[config.mk]
export PLATFORM = sky130hd
export DESIGN_NAME = cubic_bezier_segment_sampler_unit_flat
export DESIGN_NICKNAME = d
export VERILOG_FILES = /design/src/bzs_pkg.sv /design/src/bzs_seg_if.sv /design/src/bzs_pnt_if.sv /design/src/bzs_mul.sv /design/src/bzs_seq.sv /design/src/cubic_bezier_segment_sampler_unit.sv /design/src/flat_wrapper.sv
export SDC_FILE = /design/constraint.sdc
export NUM_CORES = 2
export LEC_CHECK = 0
export ABC_AREA = 1
export BUFFER_PORTS_ARGS = -buffer_cell sky130_fd_sc_hd__buf_4
export CAP_MARGIN = 25
export CORE_MARGIN = 2
export CORE_UTILIZATION = 45
export CTS_CLUSTER_SIZE = 12
export DETAILED_ROUTE_END_ITERATION = 10
export MAX_ROUTING_LAYER = met4
export PLACE_DENSITY = 0.71
export SYNTH_ARGS = -nofsm -noshare
export SYNTH_HDL_FRONTEND = slang
export SYNTH_SLANG_ARGS = --single-unit
[constraint.sdc]
create_clock -name clk -period 49 [get_ports clk]
set_input_delay 9.8 -clock clk [delete_from_list [all_inputs] [get_ports clk]]
set_output_delay 9.8 -clock clk [all_outputs]
set_load 0.01 [all_outputs]
[src/bzs_pkg.sv]
// ----------------------------------------------------------------------------
// bzs_pkg
// shared constants and types of the cubic bezier segment sampler
// ----------------------------------------------------------------------------
package bzs_pkg;

  localparam int COORD_W       = 32;          // signed q16.16 coordinate
  localparam int T_W           = 16;          // unsigned q0.16 curve parameter
  localparam int FRAC_BITS_DEF = 16;          // weight fraction bits
  localparam int A_W           = 34;          // multiplier a-side width, signed
  localparam int NUM_TERMS     = 4;           // control points per segment
  localparam int NUM_AXES      = 3;           // x, y, z
  localparam int MAX_SAMPLES   = 63;          // curve samples before the closing point

  localparam logic [T_W-1:0] T_STEP_RESET = 16'd4096;
  localparam logic [T_W-1:0] T_STEP_MIN   = 16'd1041;

  // destination of a product leaving the shared multiplier
  typedef enum logic [3:0] {
    D_NONE,
    D_UU,     // u*u
    D_TU3,    // 3*t*u
    D_TT,     // t*t
    D_W0,     // u^3
    D_W1,     // 3*t*u^2
    D_W2,     // 3*t^2*u
    D_W3,     // t^3
    D_MAC     // coordinate times weight
  } dest_t;

  typedef struct packed {
    dest_t       dest;
    logic [1:0]  term;
    logic [1:0]  coord;
  } mul_tag_t;

  typedef struct packed {
    mul_tag_t        issue;
    logic [T_W-1:0]  t;
    logic [T_W:0]    u;
  } seq_ctl_t;

endpackage

[src/bzs_seg_if.sv]
// ----------------------------------------------------------------------------
// bzs_seg_if
// segment channel: four 3-d control points per beat
// ----------------------------------------------------------------------------
interface bzs_seg_if;

  logic                                valid;
  logic                                ready;
  logic signed [bzs_pkg::COORD_W-1:0]  p0_x;
  logic signed [bzs_pkg::COORD_W-1:0]  p0_y;
  logic signed [bzs_pkg::COORD_W-1:0]  p0_z;
  logic signed [bzs_pkg::COORD_W-1:0]  p1_x;
  logic signed [bzs_pkg::COORD_W-1:0]  p1_y;
  logic signed [bzs_pkg::COORD_W-1:0]  p1_z;
  logic signed [bzs_pkg::COORD_W-1:0]  p2_x;
  logic signed [bzs_pkg::COORD_W-1:0]  p2_y;
  logic signed [bzs_pkg::COORD_W-1:0]  p2_z;
  logic signed [bzs_pkg::COORD_W-1:0]  p3_x;
  logic signed [bzs_pkg::COORD_W-1:0]  p3_y;
  logic signed [bzs_pkg::COORD_W-1:0]  p3_z;

  modport source (
    output valid, p0_x, p0_y, p0_z, p1_x, p1_y, p1_z,
           p2_x, p2_y, p2_z, p3_x, p3_y, p3_z,
    input  ready
  );

  modport sink (
    input  valid, p0_x, p0_y, p0_z, p1_x, p1_y, p1_z,
           p2_x, p2_y, p2_z, p3_x, p3_y, p3_z,
    output ready
  );

endinterface

[src/bzs_pnt_if.sv]
// ----------------------------------------------------------------------------
// bzs_pnt_if
// point channel: one sampled curve point per beat
// ----------------------------------------------------------------------------
interface bzs_pnt_if;

  logic                                valid;
  logic                                ready;
  logic signed [bzs_pkg::COORD_W-1:0]  out_x;
  logic signed [bzs_pkg::COORD_W-1:0]  out_y;
  logic signed [bzs_pkg::COORD_W-1:0]  out_z;
  logic                                is_last;

  modport source (
    output valid, out_x, out_y, out_z, is_last,
    input  ready
  );

  modport sink (
    input  valid, out_x, out_y, out_z, is_last,
    output ready
  );

endinterface

[src/bzs_mul.sv]
// ----------------------------------------------------------------------------
// bzs_mul
// shared signed multiplier, registered product with its destination tag
// ----------------------------------------------------------------------------
module bzs_mul #(
  parameter int A_W = 34,
  parameter int B_W = 18
) (
  input  logic                      clk,
  input  logic                      rst,
  input  logic signed [A_W-1:0]     a,
  input  logic signed [B_W-1:0]     b,
  input  bzs_pkg::mul_tag_t         tag_in,
  output logic signed [A_W+B_W-1:0] prod,
  output bzs_pkg::mul_tag_t         tag_out
);

  import bzs_pkg::*;

  always_ff @(posedge clk) begin
    prod <= a * b;
  end

  always_ff @(posedge clk) begin
    if (rst) begin
      tag_out <= '{dest: D_NONE, term: 2'd0, coord: 2'd0};
    end else begin
      tag_out <= tag_in;
    end
  end

endmodule

[src/bzs_seq.sv]
// ----------------------------------------------------------------------------
// bzs_seq
// sequencer: step register, parameter walk, multiplier op issue, handshakes
// ----------------------------------------------------------------------------
module bzs_seq (
  input  logic                     clk,
  input  logic                     rst,
  input  logic                     cfg_we,
  input  logic [bzs_pkg::T_W-1:0]  cfg_wdata,
  input  logic                     seg_valid,
  output logic                     seg_ready,
  output logic                     pnt_valid,
  input  logic                     pnt_ready,
  output logic                     pnt_last,
  output bzs_pkg::seq_ctl_t        ctl
);

  import bzs_pkg::*;

  typedef enum logic [2:0] {
    S_IDLE,
    S_WEIGHT,
    S_MAC,
    S_DRAIN,
    S_EMIT,
    S_LAST
  } state_t;

  localparam logic [2:0] WOP_LAST  = 3'd6;
  localparam logic [1:0] TERM_LAST = 2'(NUM_TERMS - 1);
  localparam logic [1:0] AXIS_LAST = 2'(NUM_AXES - 1);
  localparam logic [5:0] SAMP_LAST = 6'(MAX_SAMPLES - 1);

  state_t          state;
  logic [T_W-1:0]  t_step;
  logic [T_W-1:0]  step;
  logic [T_W:0]    t;
  logic [T_W:0]    t_next;
  logic [5:0]      nsamp;
  logic [2:0]      wop;
  logic [1:0]      term;
  logic [1:0]      coord;
  dest_t           wdest;

  // a step below the minimum is raised to it
  assign step   = (t_step < T_STEP_MIN) ? T_STEP_MIN : t_step;
  assign t_next = t + {1'b0, step};

  assign seg_ready = (state == S_IDLE);

  always_comb begin
    case (wop)
      3'd0:    wdest = D_UU;
      3'd1:    wdest = D_TU3;
      3'd2:    wdest = D_TT;
      3'd3:    wdest = D_W0;
      3'd4:    wdest = D_W1;
      3'd5:    wdest = D_W2;
      3'd6:    wdest = D_W3;
      default: wdest = D_NONE;
    endcase
  end

  always_comb begin
    ctl.t           = t[T_W-1:0];
    ctl.u           = {1'b1, {T_W{1'b0}}} - {1'b0, t[T_W-1:0]};
    ctl.issue.term  = term;
    ctl.issue.coord = coord;
    case (state)
      S_WEIGHT: ctl.issue.dest = wdest;
      S_MAC:    ctl.issue.dest = D_MAC;
      default:  ctl.issue.dest = D_NONE;
    endcase
  end

  always_ff @(posedge clk) begin
    if (rst) begin
      state     <= S_IDLE;
      t_step    <= T_STEP_RESET;
      t         <= '0;
      nsamp     <= '0;
      wop       <= '0;
      term      <= '0;
      coord     <= '0;
      pnt_valid <= 1'b0;
      pnt_last  <= 1'b0;
    end else begin
      if (cfg_we) begin
        t_step <= cfg_wdata;
      end
      case (state)
        S_IDLE: begin
          if (seg_valid) begin
            t     <= '0;
            nsamp <= '0;
            wop   <= '0;
            state <= S_WEIGHT;
          end
        end
        S_WEIGHT: begin
          if (wop == WOP_LAST) begin
            term  <= '0;
            coord <= '0;
            state <= S_MAC;
          end else begin
            wop <= wop + 3'd1;
          end
        end
        S_MAC: begin
          term <= term + 2'd1;
          if (term == TERM_LAST) begin
            if (coord == AXIS_LAST) begin
              state <= S_DRAIN;
            end else begin
              coord <= coord + 2'd1;
            end
          end
        end
        S_DRAIN: begin
          pnt_valid <= 1'b1;
          pnt_last  <= 1'b0;
          state     <= S_EMIT;
        end
        S_EMIT: begin
          if (pnt_ready) begin
            nsamp <= nsamp + 6'd1;
            if (t_next[T_W] || nsamp == SAMP_LAST) begin
              pnt_last <= 1'b1;
              state    <= S_LAST;
            end else begin
              pnt_valid <= 1'b0;
              t         <= t_next;
              wop       <= '0;
              state     <= S_WEIGHT;
            end
          end
        end
        S_LAST: begin
          if (pnt_ready) begin
            pnt_valid <= 1'b0;
            pnt_last  <= 1'b0;
            state     <= S_IDLE;
          end
        end
        default: state <= S_IDLE;
      endcase
    end
  end

endmodule

[src/cubic_bezier_segment_sampler_unit.sv]
// ----------------------------------------------------------------------------
// cubic_bezier_segment_sampler_unit
// Takes one cubic bezier segment (four signed q16.16 control points) per
// beat on seg and emits on pnt the curve points B(t) for t = 0, step,
// 2*step, ... while t < 1, then p3 exactly with is_last set. t_step is an
// unsigned q0.16 increment written through cfg_we/cfg_wdata (reset 4096,
// values below 1041 act as 1041), so a segment yields at most 63 samples
// plus the closing point. Bernstein weights are rounded half up to
// FRAC_BITS fraction bits and each coordinate sum is rounded half up to
// q16.16 and saturated. One signed multiplier is shared by all the work:
// seven products build the four weights and twelve multiply-accumulates
// build x, y and z. Each sample then passes a drain state and waits in
// an output state until the sink takes it, and the closing point follows
// the last sample. seg is ready only while the block is idle.
// ----------------------------------------------------------------------------
module cubic_bezier_segment_sampler_unit #(
  parameter int FRAC_BITS = bzs_pkg::FRAC_BITS_DEF
) (
  input  logic                     clk,
  input  logic                     rst,
  input  logic                     cfg_we,
  input  logic [bzs_pkg::T_W-1:0]  cfg_wdata,
  bzs_seg_if.sink                  seg,
  bzs_pnt_if.source                pnt
);

  import bzs_pkg::*;

  // multiplier b side carries t/u (17 bits) or a weight (FRAC_BITS+1 bits)
  localparam int B_W   = (FRAC_BITS + 2 > T_W + 2) ? FRAC_BITS + 2 : T_W + 2;
  localparam int P_W   = A_W + B_W;
  localparam int W_W   = FRAC_BITS + 1;
  // four products of coordinate times weight plus rounding bias
  localparam int ACC_W = COORD_W + FRAC_BITS + 3;

  // half an lsb of the rounded weight in the exact q0.48 product
  localparam logic signed [P_W-1:0] W_HALF =
    {{(P_W - 48 + FRAC_BITS){1'b0}}, 1'b1, {(47 - FRAC_BITS){1'b0}}};
  // half an lsb of q16.16 in the q16.(16+FRAC_BITS) sum
  localparam logic signed [ACC_W-1:0] ACC_HALF =
    {{(ACC_W - FRAC_BITS){1'b0}}, 1'b1, {(FRAC_BITS - 1){1'b0}}};

  seq_ctl_t                      ctl;
  mul_tag_t                      mtag;
  logic signed [A_W-1:0]         a_op;
  logic signed [B_W-1:0]         b_op;
  logic signed [P_W-1:0]         prod;
  logic                          pnt_last;

  // captured control points, [point][axis]
  logic signed [COORD_W-1:0]     pts [NUM_TERMS][NUM_AXES];

  // intermediates of the weight build
  logic [T_W+T_W:0]              uu;     // u*u, up to 2^32
  logic [T_W+T_W-1:0]            tu3;    // 3*t*u
  logic [T_W+T_W-1:0]            tt;     // t*t
  logic [W_W-1:0]                wgt [NUM_TERMS];

  logic signed [ACC_W-1:0]       acc;
  logic signed [COORD_W-1:0]     res [NUM_AXES];

  logic signed [P_W-1:0]         wsum;
  logic signed [ACC_W-1:0]       prod_a;
  logic signed [ACC_W-1:0]       sum;
  logic signed [ACC_W-1:0]       q;
  logic                          q_fits;
  logic signed [COORD_W-1:0]     q_sat;

  // --------------------------------------------------------------------------
  // sequencer
  // --------------------------------------------------------------------------
  bzs_seq u_seq (
    .clk       (clk),
    .rst       (rst),
    .cfg_we    (cfg_we),
    .cfg_wdata (cfg_wdata),
    .seg_valid (seg.valid),
    .seg_ready (seg.ready),
    .pnt_valid (pnt.valid),
    .pnt_ready (pnt.ready),
    .pnt_last  (pnt_last),
    .ctl       (ctl)
  );

  // --------------------------------------------------------------------------
  // operand select for the shared multiplier
  // --------------------------------------------------------------------------
  always_comb begin
    case (ctl.issue.dest)
      D_UU: begin
        a_op = {{(A_W - T_W - 1){1'b0}}, ctl.u};
        b_op = {{(B_W - T_W - 1){1'b0}}, ctl.u};
      end
      D_TU3: begin
        a_op = {{(A_W - T_W){1'b0}}, ctl.t};
        b_op = {{(B_W - T_W - 1){1'b0}}, ctl.u};
      end
      D_TT: begin
        a_op = {{(A_W - T_W){1'b0}}, ctl.t};
        b_op = {{(B_W - T_W){1'b0}}, ctl.t};
      end
      D_W0: begin
        a_op = {{(A_W - 2 * T_W - 1){1'b0}}, uu};
        b_op = {{(B_W - T_W - 1){1'b0}}, ctl.u};
      end
      D_W1: begin
        a_op = {{(A_W - 2 * T_W){1'b0}}, tu3};
        b_op = {{(B_W - T_W - 1){1'b0}}, ctl.u};
      end
      D_W2: begin
        a_op = {{(A_W - 2 * T_W){1'b0}}, tu3};
        b_op = {{(B_W - T_W){1'b0}}, ctl.t};
      end
      D_W3: begin
        a_op = {{(A_W - 2 * T_W){1'b0}}, tt};
        b_op = {{(B_W - T_W){1'b0}}, ctl.t};
      end
      D_MAC: begin
        a_op = {{(A_W - COORD_W){pts[ctl.issue.term][ctl.issue.coord][COORD_W-1]}},
                pts[ctl.issue.term][ctl.issue.coord]};
        b_op = {{(B_W - W_W){1'b0}}, wgt[ctl.issue.term]};
      end
      default: begin
        a_op = '0;
        b_op = '0;
      end
    endcase
  end

  bzs_mul #(
    .A_W (A_W),
    .B_W (B_W)
  ) u_mul (
    .clk     (clk),
    .rst     (rst),
    .a       (a_op),
    .b       (b_op),
    .tag_in  (ctl.issue),
    .prod    (prod),
    .tag_out (mtag)
  );

  // --------------------------------------------------------------------------
  // write-back of the registered product
  // --------------------------------------------------------------------------
  // weight rounding: half up from q0.48 to q0.FRAC_BITS
  assign wsum   = prod + W_HALF;
  // coordinate products fit well inside the accumulator
  assign prod_a = prod[ACC_W-1:0];
  assign sum    = acc + prod_a;
  assign q      = sum >>> FRAC_BITS;
  // fits in 32 bits when every bit above bit 30 matches the sign
  assign q_fits = (q[ACC_W-1:COORD_W-1] == '0) || (q[ACC_W-1:COORD_W-1] == '1);
  assign q_sat  = q_fits ? q[COORD_W-1:0]
                         : {q[ACC_W-1], {(COORD_W - 1){~q[ACC_W-1]}}};

  always_ff @(posedge clk) begin
    if (seg.valid && seg.ready) begin
      pts[0][0] <= seg.p0_x;
      pts[0][1] <= seg.p0_y;
      pts[0][2] <= seg.p0_z;
      pts[1][0] <= seg.p1_x;
      pts[1][1] <= seg.p1_y;
      pts[1][2] <= seg.p1_z;
      pts[2][0] <= seg.p2_x;
      pts[2][1] <= seg.p2_y;
      pts[2][2] <= seg.p2_z;
      pts[3][0] <= seg.p3_x;
      pts[3][1] <= seg.p3_y;
      pts[3][2] <= seg.p3_z;
    end
    case (mtag.dest)
      D_UU:  uu     <= prod[2 * T_W:0];
      // 3*t*u stays below 2^32
      D_TU3: tu3    <= prod[2 * T_W - 1:0] + {prod[2 * T_W - 2:0], 1'b0};
      D_TT:  tt     <= prod[2 * T_W - 1:0];
      D_W0:  wgt[0] <= wsum[48:48 - FRAC_BITS];
      D_W1:  wgt[1] <= wsum[48:48 - FRAC_BITS];
      D_W2:  wgt[2] <= wsum[48:48 - FRAC_BITS];
      D_W3:  wgt[3] <= wsum[48:48 - FRAC_BITS];
      D_MAC: begin
        case (mtag.term)
          2'd0:    acc <= ACC_HALF + prod_a;
          2'd3:    res[mtag.coord] <= q_sat;
          default: acc <= sum;
        endcase
      end
      default: ;
    endcase
  end

  // --------------------------------------------------------------------------
  // output beat: sampled point, or p3 untouched on the closing beat
  // --------------------------------------------------------------------------
  assign pnt.out_x   = pnt_last ? pts[3][0] : res[0];
  assign pnt.out_y   = pnt_last ? pts[3][1] : res[1];
  assign pnt.out_z   = pnt_last ? pts[3][2] : res[2];
  assign pnt.is_last = pnt_last;

`ifndef SYNTH
  // never taking a segment while a point is on offer
  a_busy_excl: assert property (@(posedge clk) disable iff (rst)
    !(seg.ready && pnt.valid))
    else $error("segment accepted while a point beat is pending");

  // closing beat taken returns the block to idle
  a_last_idle: assert property (@(posedge clk) disable iff (rst)
    (pnt.valid && pnt.ready && pnt.is_last) |=> (seg.ready && !pnt.valid))
    else $error("block not idle after closing beat");

  // a new segment starts with the weight build, no point right away
  a_start_quiet: assert property (@(posedge clk) disable iff (rst)
    (seg.valid && seg.ready) |=> (!pnt.valid && !seg.ready))
    else $error("point offered or ready held right after segment accept");
`endif

endmodule
[src/flat_wrapper.sv]
// flat-port wrapper written by rule: the top's interface ports become plain ports
module cubic_bezier_segment_sampler_unit_flat import bzs_pkg::*;
#(
  parameter int FRAC_BITS = bzs_pkg::FRAC_BITS_DEF
)
  (clk, rst, cfg_we, cfg_wdata, seg_valid, seg_p0_x, seg_p0_y, seg_p0_z, seg_p1_x, seg_p1_y, seg_p1_z, seg_p2_x, seg_p2_y, seg_p2_z, seg_p3_x, seg_p3_y, seg_p3_z, seg_ready, pnt_valid, pnt_out_x, pnt_out_y, pnt_out_z, pnt_is_last, pnt_ready);
  bzs_seg_if seg_i ();
  bzs_pnt_if pnt_i ();
  input  logic clk;
  input  logic rst;
  input  logic cfg_we;
  input  logic [bzs_pkg::T_W-1:0] cfg_wdata;
  input wire logic [$bits(seg_i.valid)-1:0] seg_valid;
  input wire logic [$bits(seg_i.p0_x)-1:0] seg_p0_x;
  input wire logic [$bits(seg_i.p0_y)-1:0] seg_p0_y;
  input wire logic [$bits(seg_i.p0_z)-1:0] seg_p0_z;
  input wire logic [$bits(seg_i.p1_x)-1:0] seg_p1_x;
  input wire logic [$bits(seg_i.p1_y)-1:0] seg_p1_y;
  input wire logic [$bits(seg_i.p1_z)-1:0] seg_p1_z;
  input wire logic [$bits(seg_i.p2_x)-1:0] seg_p2_x;
  input wire logic [$bits(seg_i.p2_y)-1:0] seg_p2_y;
  input wire logic [$bits(seg_i.p2_z)-1:0] seg_p2_z;
  input wire logic [$bits(seg_i.p3_x)-1:0] seg_p3_x;
  input wire logic [$bits(seg_i.p3_y)-1:0] seg_p3_y;
  input wire logic [$bits(seg_i.p3_z)-1:0] seg_p3_z;
  output wire logic [$bits(seg_i.ready)-1:0] seg_ready;
  output wire logic [$bits(pnt_i.valid)-1:0] pnt_valid;
  output wire logic [$bits(pnt_i.out_x)-1:0] pnt_out_x;
  output wire logic [$bits(pnt_i.out_y)-1:0] pnt_out_y;
  output wire logic [$bits(pnt_i.out_z)-1:0] pnt_out_z;
  output wire logic [$bits(pnt_i.is_last)-1:0] pnt_is_last;
  input wire logic [$bits(pnt_i.ready)-1:0] pnt_ready;
  assign seg_i.valid = seg_valid;
  assign seg_i.p0_x = seg_p0_x;
  assign seg_i.p0_y = seg_p0_y;
  assign seg_i.p0_z = seg_p0_z;
  assign seg_i.p1_x = seg_p1_x;
  assign seg_i.p1_y = seg_p1_y;
  assign seg_i.p1_z = seg_p1_z;
  assign seg_i.p2_x = seg_p2_x;
  assign seg_i.p2_y = seg_p2_y;
  assign seg_i.p2_z = seg_p2_z;
  assign seg_i.p3_x = seg_p3_x;
  assign seg_i.p3_y = seg_p3_y;
  assign seg_i.p3_z = seg_p3_z;
  assign seg_ready = seg_i.ready;
  assign pnt_valid = pnt_i.valid;
  assign pnt_out_x = pnt_i.out_x;
  assign pnt_out_y = pnt_i.out_y;
  assign pnt_out_z = pnt_i.out_z;
  assign pnt_is_last = pnt_i.is_last;
  assign pnt_i.ready = pnt_ready;
  cubic_bezier_segment_sampler_unit #(.FRAC_BITS(FRAC_BITS)) u_core (.clk(clk), .rst(rst), .cfg_we(cfg_we), .cfg_wdata(cfg_wdata), .seg(seg_i), .pnt(pnt_i));
endmodule
After elaboration in Yosys (flattened, before gate mapping)
Memory sizes are Yosys's and may differ from the RTL's. A register that Yosys moved wholly into a read port is not among the register bits.
Index checks and enable logic that the tools add are counted.
Widths: inputs -> output; s select.
{"block": "classes", "n_addsub": 10, "mul": 1, "div": 0, "order_cmp": 2, "n_eq_ne": 42, "shifts": 0, "mux": 71, "n_bitwise": 3, "n_reduce_logical": 27}
{"op": "$pmux 34 s6", "count": 1}
{"op": "$mux 32", "count": 6}
{"op": "$mux 17", "count": 6}
{"op": "$pmux 51 s2", "count": 1}
{"op": "$bmux 32 s2", "count": 1}
{"op": "$add 17x51->51 const A", "count": 1}
{"op": "$add 51x51->51", "count": 1}
{"op": "$mul 34x18->51", "count": 1}
{"op": "$pmux 17 s3", "count": 1}
{"op": "$reduce_or 17->1", "count": 3}
{"op": "$add 49x33->49 const B", "count": 1}
{"op": "$pmux 17 s2", "count": 1}
{"op": "$mux 3", "count": 11}
{"op": "$add 32x32->32", "count": 1}
{"op": "$eq 4x3->1 const B", "count": 8}
{"op": "$mux 1", "count": 21}
{"op": "$pmux 3 s7", "count": 1}
{"op": "$eq 20x20->1 const B", "count": 1}
{"op": "$logic_not 20->1", "count": 1}
{"op": "$mux 2", "count": 10}
{"op": "$ne 2x2->1 const B", "count": 10}
{"op": "$pmux 3 s6", "count": 1}
{"op": "$add 17x16->17", "count": 1}
{"op": "$sub 17x16->17 const A", "count": 1}
{"op": "36 further kinds", "count": 65}
{"block": "word_totals", "ff_bits": 258, "latchBits": 0, "ramBits": 548, "mem_bits_ro": 0, "in_bits": 405, "elab_cells": 176, "memories": 3}
{"name": "u_core.pts", "depth": 4, "width": 96, "read_ports": 2, "rd_ports_with_merged_regs": 1, "wr": 4, "line_no": "cubic_bezier_segment_sampler_unit.sv:51", "source": "logic signed [COORD_W-1:0] pts [NUM_TERMS][NUM_AXES];"}
{"name": "u_core.res", "depth": 3, "width": 32, "read_ports": 3, "rd_ports_with_merged_regs": 0, "wr": 1, "line_no": "cubic_bezier_segment_sampler_unit.sv:60", "source": "logic signed [COORD_W-1:0] res [NUM_AXES];"}
{"name": "u_core.wgt", "depth": 4, "width": 17, "read_ports": 1, "rd_ports_with_merged_regs": 1, "wr": 1, "line_no": "cubic_bezier_segment_sampler_unit.sv:57", "source": "logic [W_W-1:0] wgt [NUM_TERMS];"}

Logic depth before layout (Yosys ltp)
{"block": "logic_depth", "depth_word": 7, "mapped_depth": 43, "mapped_depth_nobuf": 41}

Hierarchy
A second synthesis with hierarchy kept.
{"block": "hier_totals", "cells_unflattened": 7099, "area_unflattened_um2": 62707.6}
{"module": "cubic_bezier_segment_sampler_unit", "n_inst": 1, "cells_each": 3218, "area_per_inst_um2": 34411.8, "seq_area_each_um2": 20900.0}
{"module": "bzs_mul", "n_inst": 1, "cells_each": 3299, "area_per_inst_um2": 24521.0, "seq_area_each_um2": 1201.2}
{"module": "bzs_seq", "n_inst": 1, "cells_each": 582, "area_per_inst_um2": 3774.9, "seq_area_each_um2": 1021.0}

Worst setup path before layout
Ideal clock, no wire load.
{"block": "synth_path", "path_kind": "in2reg", "from": "input port seg_valid", "to": "register u_core.u_seq.t[12]", "setup_time_ns": 0.119, "t_arrival_ns": 28.224, "t_required_ns": 48.881, "setup_slack_ns": 20.656, "stages": 10, "path_cell_list": "inv_1 -> nor2_1 -> nor2_1 -> nor2_4 -> nand2_2 -> inv_2 -> buf_4 -> nand2_1 -> nand2_1 -> a21oi_1"}
{"block": "synth_via", "elab_chain_cells": 2}
{"item": "from (decl)", "line_no": "flat_wrapper.sv:13", "source": "input wire logic [$bits(seg_i.valid)-1:0] seg_valid;"}
{"item": "$ne 2x2->1 (no line)"}
{"item": "$reduce_and 4->1 (no line)"}
{"item": "to (signal assigned)", "line_no": "bzs_seq.sv:132", "source": "t <= t_next;"}
{"item": "to (decl)", "line_no": "bzs_seq.sv:37", "source": "logic [T_W:0] t;"}
No other way between the ends.
A chain may end at the register's enable or synchronous reset.

==> results.txt <==
status - completed
RSZ-0062 raised after global routing - no
Final Critical Period - 13.03 ns
Root Buffer - clkbuf_16
Seq/Total Area, Yosys - 38.9%
fmax - 0.0768 GHz
vias after detailed routing - 50200
DIE HEIGHT - 368 um
CP Class - input pin to flip-flop
setup_tns - 0 ns
1st-iter DRT viols - 6275
GRT Overall Usage - 34.1%
Detailed Place HPWL - 177000 um
# nets final - 8228
Critical Path Most Common Cell - buf_4
Slew Limit Fails - 0
clk_lat worst skew - 0.73 ns
drc violations - 0
Detail Route Antenna Nets - 0
largest area contributor in the netlist - edfxtp_1
die footprint - 135000 um2
vias in the first global route - 48300
GR Overflow Total - 0
Final Cycle Share - 26.6%
Die Wd - 368 um
Post-Syn Instances - 6618
Tightest Hold Check Type - flip-flop to flip-flop
clk sink count - 808
final hold vios - 0
LEAKAGE - 31.3 nW
average size of a mapped cell - 9.00 um2
critical path capture point type - flip-flop
CTS tree - built
CP max-delay cell - buf_4
endpoints failing setup - 0
max_slew headroom - 25.6%
clock share of power - 19.4%
Least-Margin Pin Slew - 1.11 ns
maximum clock path buffer count - 3
logic gate share of total power - 52.0%
final setup skew - 0.0873 ns
top post-synthesis cells by area - edfxtp_1 (35%), fa_1 (18%), nand2_1 (11%)
cell breakdown of the critical path - buf_4 > inv_1 > nor2_4 > buf_4 > buf_12 > buf_4
synthesis warning total - 0
CP max stage delay - 0.91 ns
initial antenna violation count - 63
CP Capture Point - u_core.pts[2][13]$_DFFE_PP_
share of cells above drive strength 1 - 12.0%
CTS clk-pin slew, worst paths - 0.06 ns
global-route wire length before repair - 326000 um
count leader, synth - nand2_1
CTS H-tree lvls - 3
DR WL/cell - 25.4 um
Post-synth EDFFs - 696
CTS resizes - 0
Primary FF master, synth - edfxtp_1
Synth Net Count - 7799
Critical R2R Capture - u_core.u_mul.prod[50]$_DFF_P_
power per cell area - 50.9 nW/um2
via density per instance - 5.62
Layout Utilization - 51.8%
sequential group share of total power - 28.6%
mapped cell area - 59600 um2
Synth top cells by count - nand2_1 (1796), inv_1 (1031), edfxtp_1 (696)
Post-Route WL - 227000 um
Startpoint Class - input pin
WP data arrival - 13.36 ns
Post-CTS Setup Repair Bufs - 0
Rows - 133
design internal power - 1.82 mW
Yosys cell types - 61
sw frac - 47.7%
synthesis-to-layout area growth - 14.4%
Setup crit start - seg_valid
Final GP Congestion - 1.07
Net Sw Power - 1.66 mW
max cap viols - 0
post-synthesis register bit count - 808
top cell type's share of synthesized area - 35.1%
starting density of the core - 45.3%
FF-to-FF path depth - 30
Buffers on Ports - 503
Pre-antenna DRT Iters - 6
largest net degree at the start of global routing - 171
total chip power - 3.47 mW
Core Area - 131000 um2
R2R Setup Slk - 38.57 ns
VDD IR max - 0.0370 mV
Crit path required time - 49.33 ns
Max FO, Critical Path - 170
total CTS buffers - 88
Post-synth ARST share - 0%
# IOs - 504
Hold Buf Count CTS - 0
state kept, by name, summed over array words and instances (netlist names), 6 cells and up, named ones only:
| signal | flops |
|---|---|
| u_core.tu3 | 32 |
| u_core.u_seq.nsamp | 6 |
| u_core.u_seq.t | 17 |
| u_core.res | 96 |
| u_core.uu | 33 |
| u_core.pts | 384 |
| u_core.tt | 32 |
| u_core.u_mul.tag_out | 8 |
| u_core.u_mul.prod | 51 |
| u_core.wgt | 68 |
| u_core.acc | 51 |
| u_core.u_seq.t_step | 16 |
through the flow:
step | cells | area, um2 | hold WS [ns] | worst slack (ns)
6_report | 8929 | 68200 | 0.455 | 35.97
5_1_grt | 8923 | 68100 | 0.479 | 35.78
4_1_cts | 8865 | 67900 | 0.453 | 36.09
3_5_place_dp | 8708 | 65000 | 0.443 | 35.34
3_3_place_gp | 8705 | 65000 | 0.441 | 35.38
2_1_floorplan | 6618 | 59600 | 0.418 | 20.66
power by group through the flow:
stage | clock network, mW | logic (mW) | registers, mW
global route | 0.701 | 1.94 | 0.997
finish | 0.674 | 1.80 | 0.993
global placement | 0 | 1.73 | 0.999
floorplan | 0 | 1.13 | 1.02
detailed placement | 0 | 1.76 | 1.00
CTS | 0.675 | 1.77 | 0.988
metal layers:
metal	up-vias	GRT usage, %	part of all wire, %
met2	2902	52.8	46
li1	22000	-	-
met4	0	15.7	5.2
met3	534	6.76	11
met5	-	-	0
met1	24700	43.2	38
critical path, delay by kind of cell:
| kind | cells | cell delay (ns) |
|---|---|---|
| simple gates | 1 | 0.71 |
| buf+inv | 5 | 2.57 |
cell usage in the layout, fill, tap and decap left out, types with 11 or more instances in the layout:
cell       count
a32oi_1       11
nand3_1      306
a22o_1        13
dfxtp_1      108
or2_2         12
ha_1         227
nor2_2        30
xor2_1       100
xnor2_1       71
a21oi_1      279
a221o_1       29
fa_1         549
nor2_1       528
clkbuf_1      21
nand2_1     1793
nor2_4        21
nand4_1       36
clkbuf_16     89
o22ai_1       38
a21o_1        16
edfxtp_1     696
inv_1       1028
inv_2         43
a31oi_1       25
clkinv_1      17
o21bai_1      14
buf_4        562
nor3_1        37
clkbuf_8      11
o21ai_0      227
diode_2       60
cells by family after synthesis:
kind of cell	Yosys count	synth area share, %
compound gates	721	7.16
xor+xnor	171	2.51
fa+ha+maj	776	23.2
buf+inv	1307	8.64
flops	808	38.9
simple gates	2835	19.6
worst min path at each step:
stage	startpoint	endpoint	slack, ns	cells after the start
after floorplan	u_core.u_seq.term[1]$_SDFFE_PP0P_	u_core.u_mul.tag_out[3]$_SDFF_PP0_	0.42	2
after global placement	u_core.u_seq.term[1]$_SDFFE_PP0P_	u_core.u_mul.tag_out[3]$_SDFF_PP0_	0.44	2
after detailed placement	u_core.u_seq.term[1]$_SDFFE_PP0P_	u_core.u_mul.tag_out[3]$_SDFF_PP0_	0.44	2
after CTS	u_core.u_seq.term[1]$_SDFFE_PP0P_	u_core.u_mul.tag_out[3]$_SDFF_PP0_	0.45	2
after global routing	u_core.u_seq.term[1]$_SDFFE_PP0P_	u_core.u_mul.tag_out[3]$_SDFF_PP0_	0.48	2
final	u_core.u_seq.term[1]$_SDFFE_PP0P_	u_core.u_mul.tag_out[3]$_SDFF_PP0_	0.45	2
area by class of cell:
cell class	instances	area [um2]
repair buffers	567	4310
fillers	12100	63300
well taps	1755	2200
flip-flops and latches	808	23200
clock buffers	122	2460
multi-input cells	4503	31400
clock inverters	35	429
inverters	1079	4060
diodes	60	150
(Power assumes the default switching activity.)
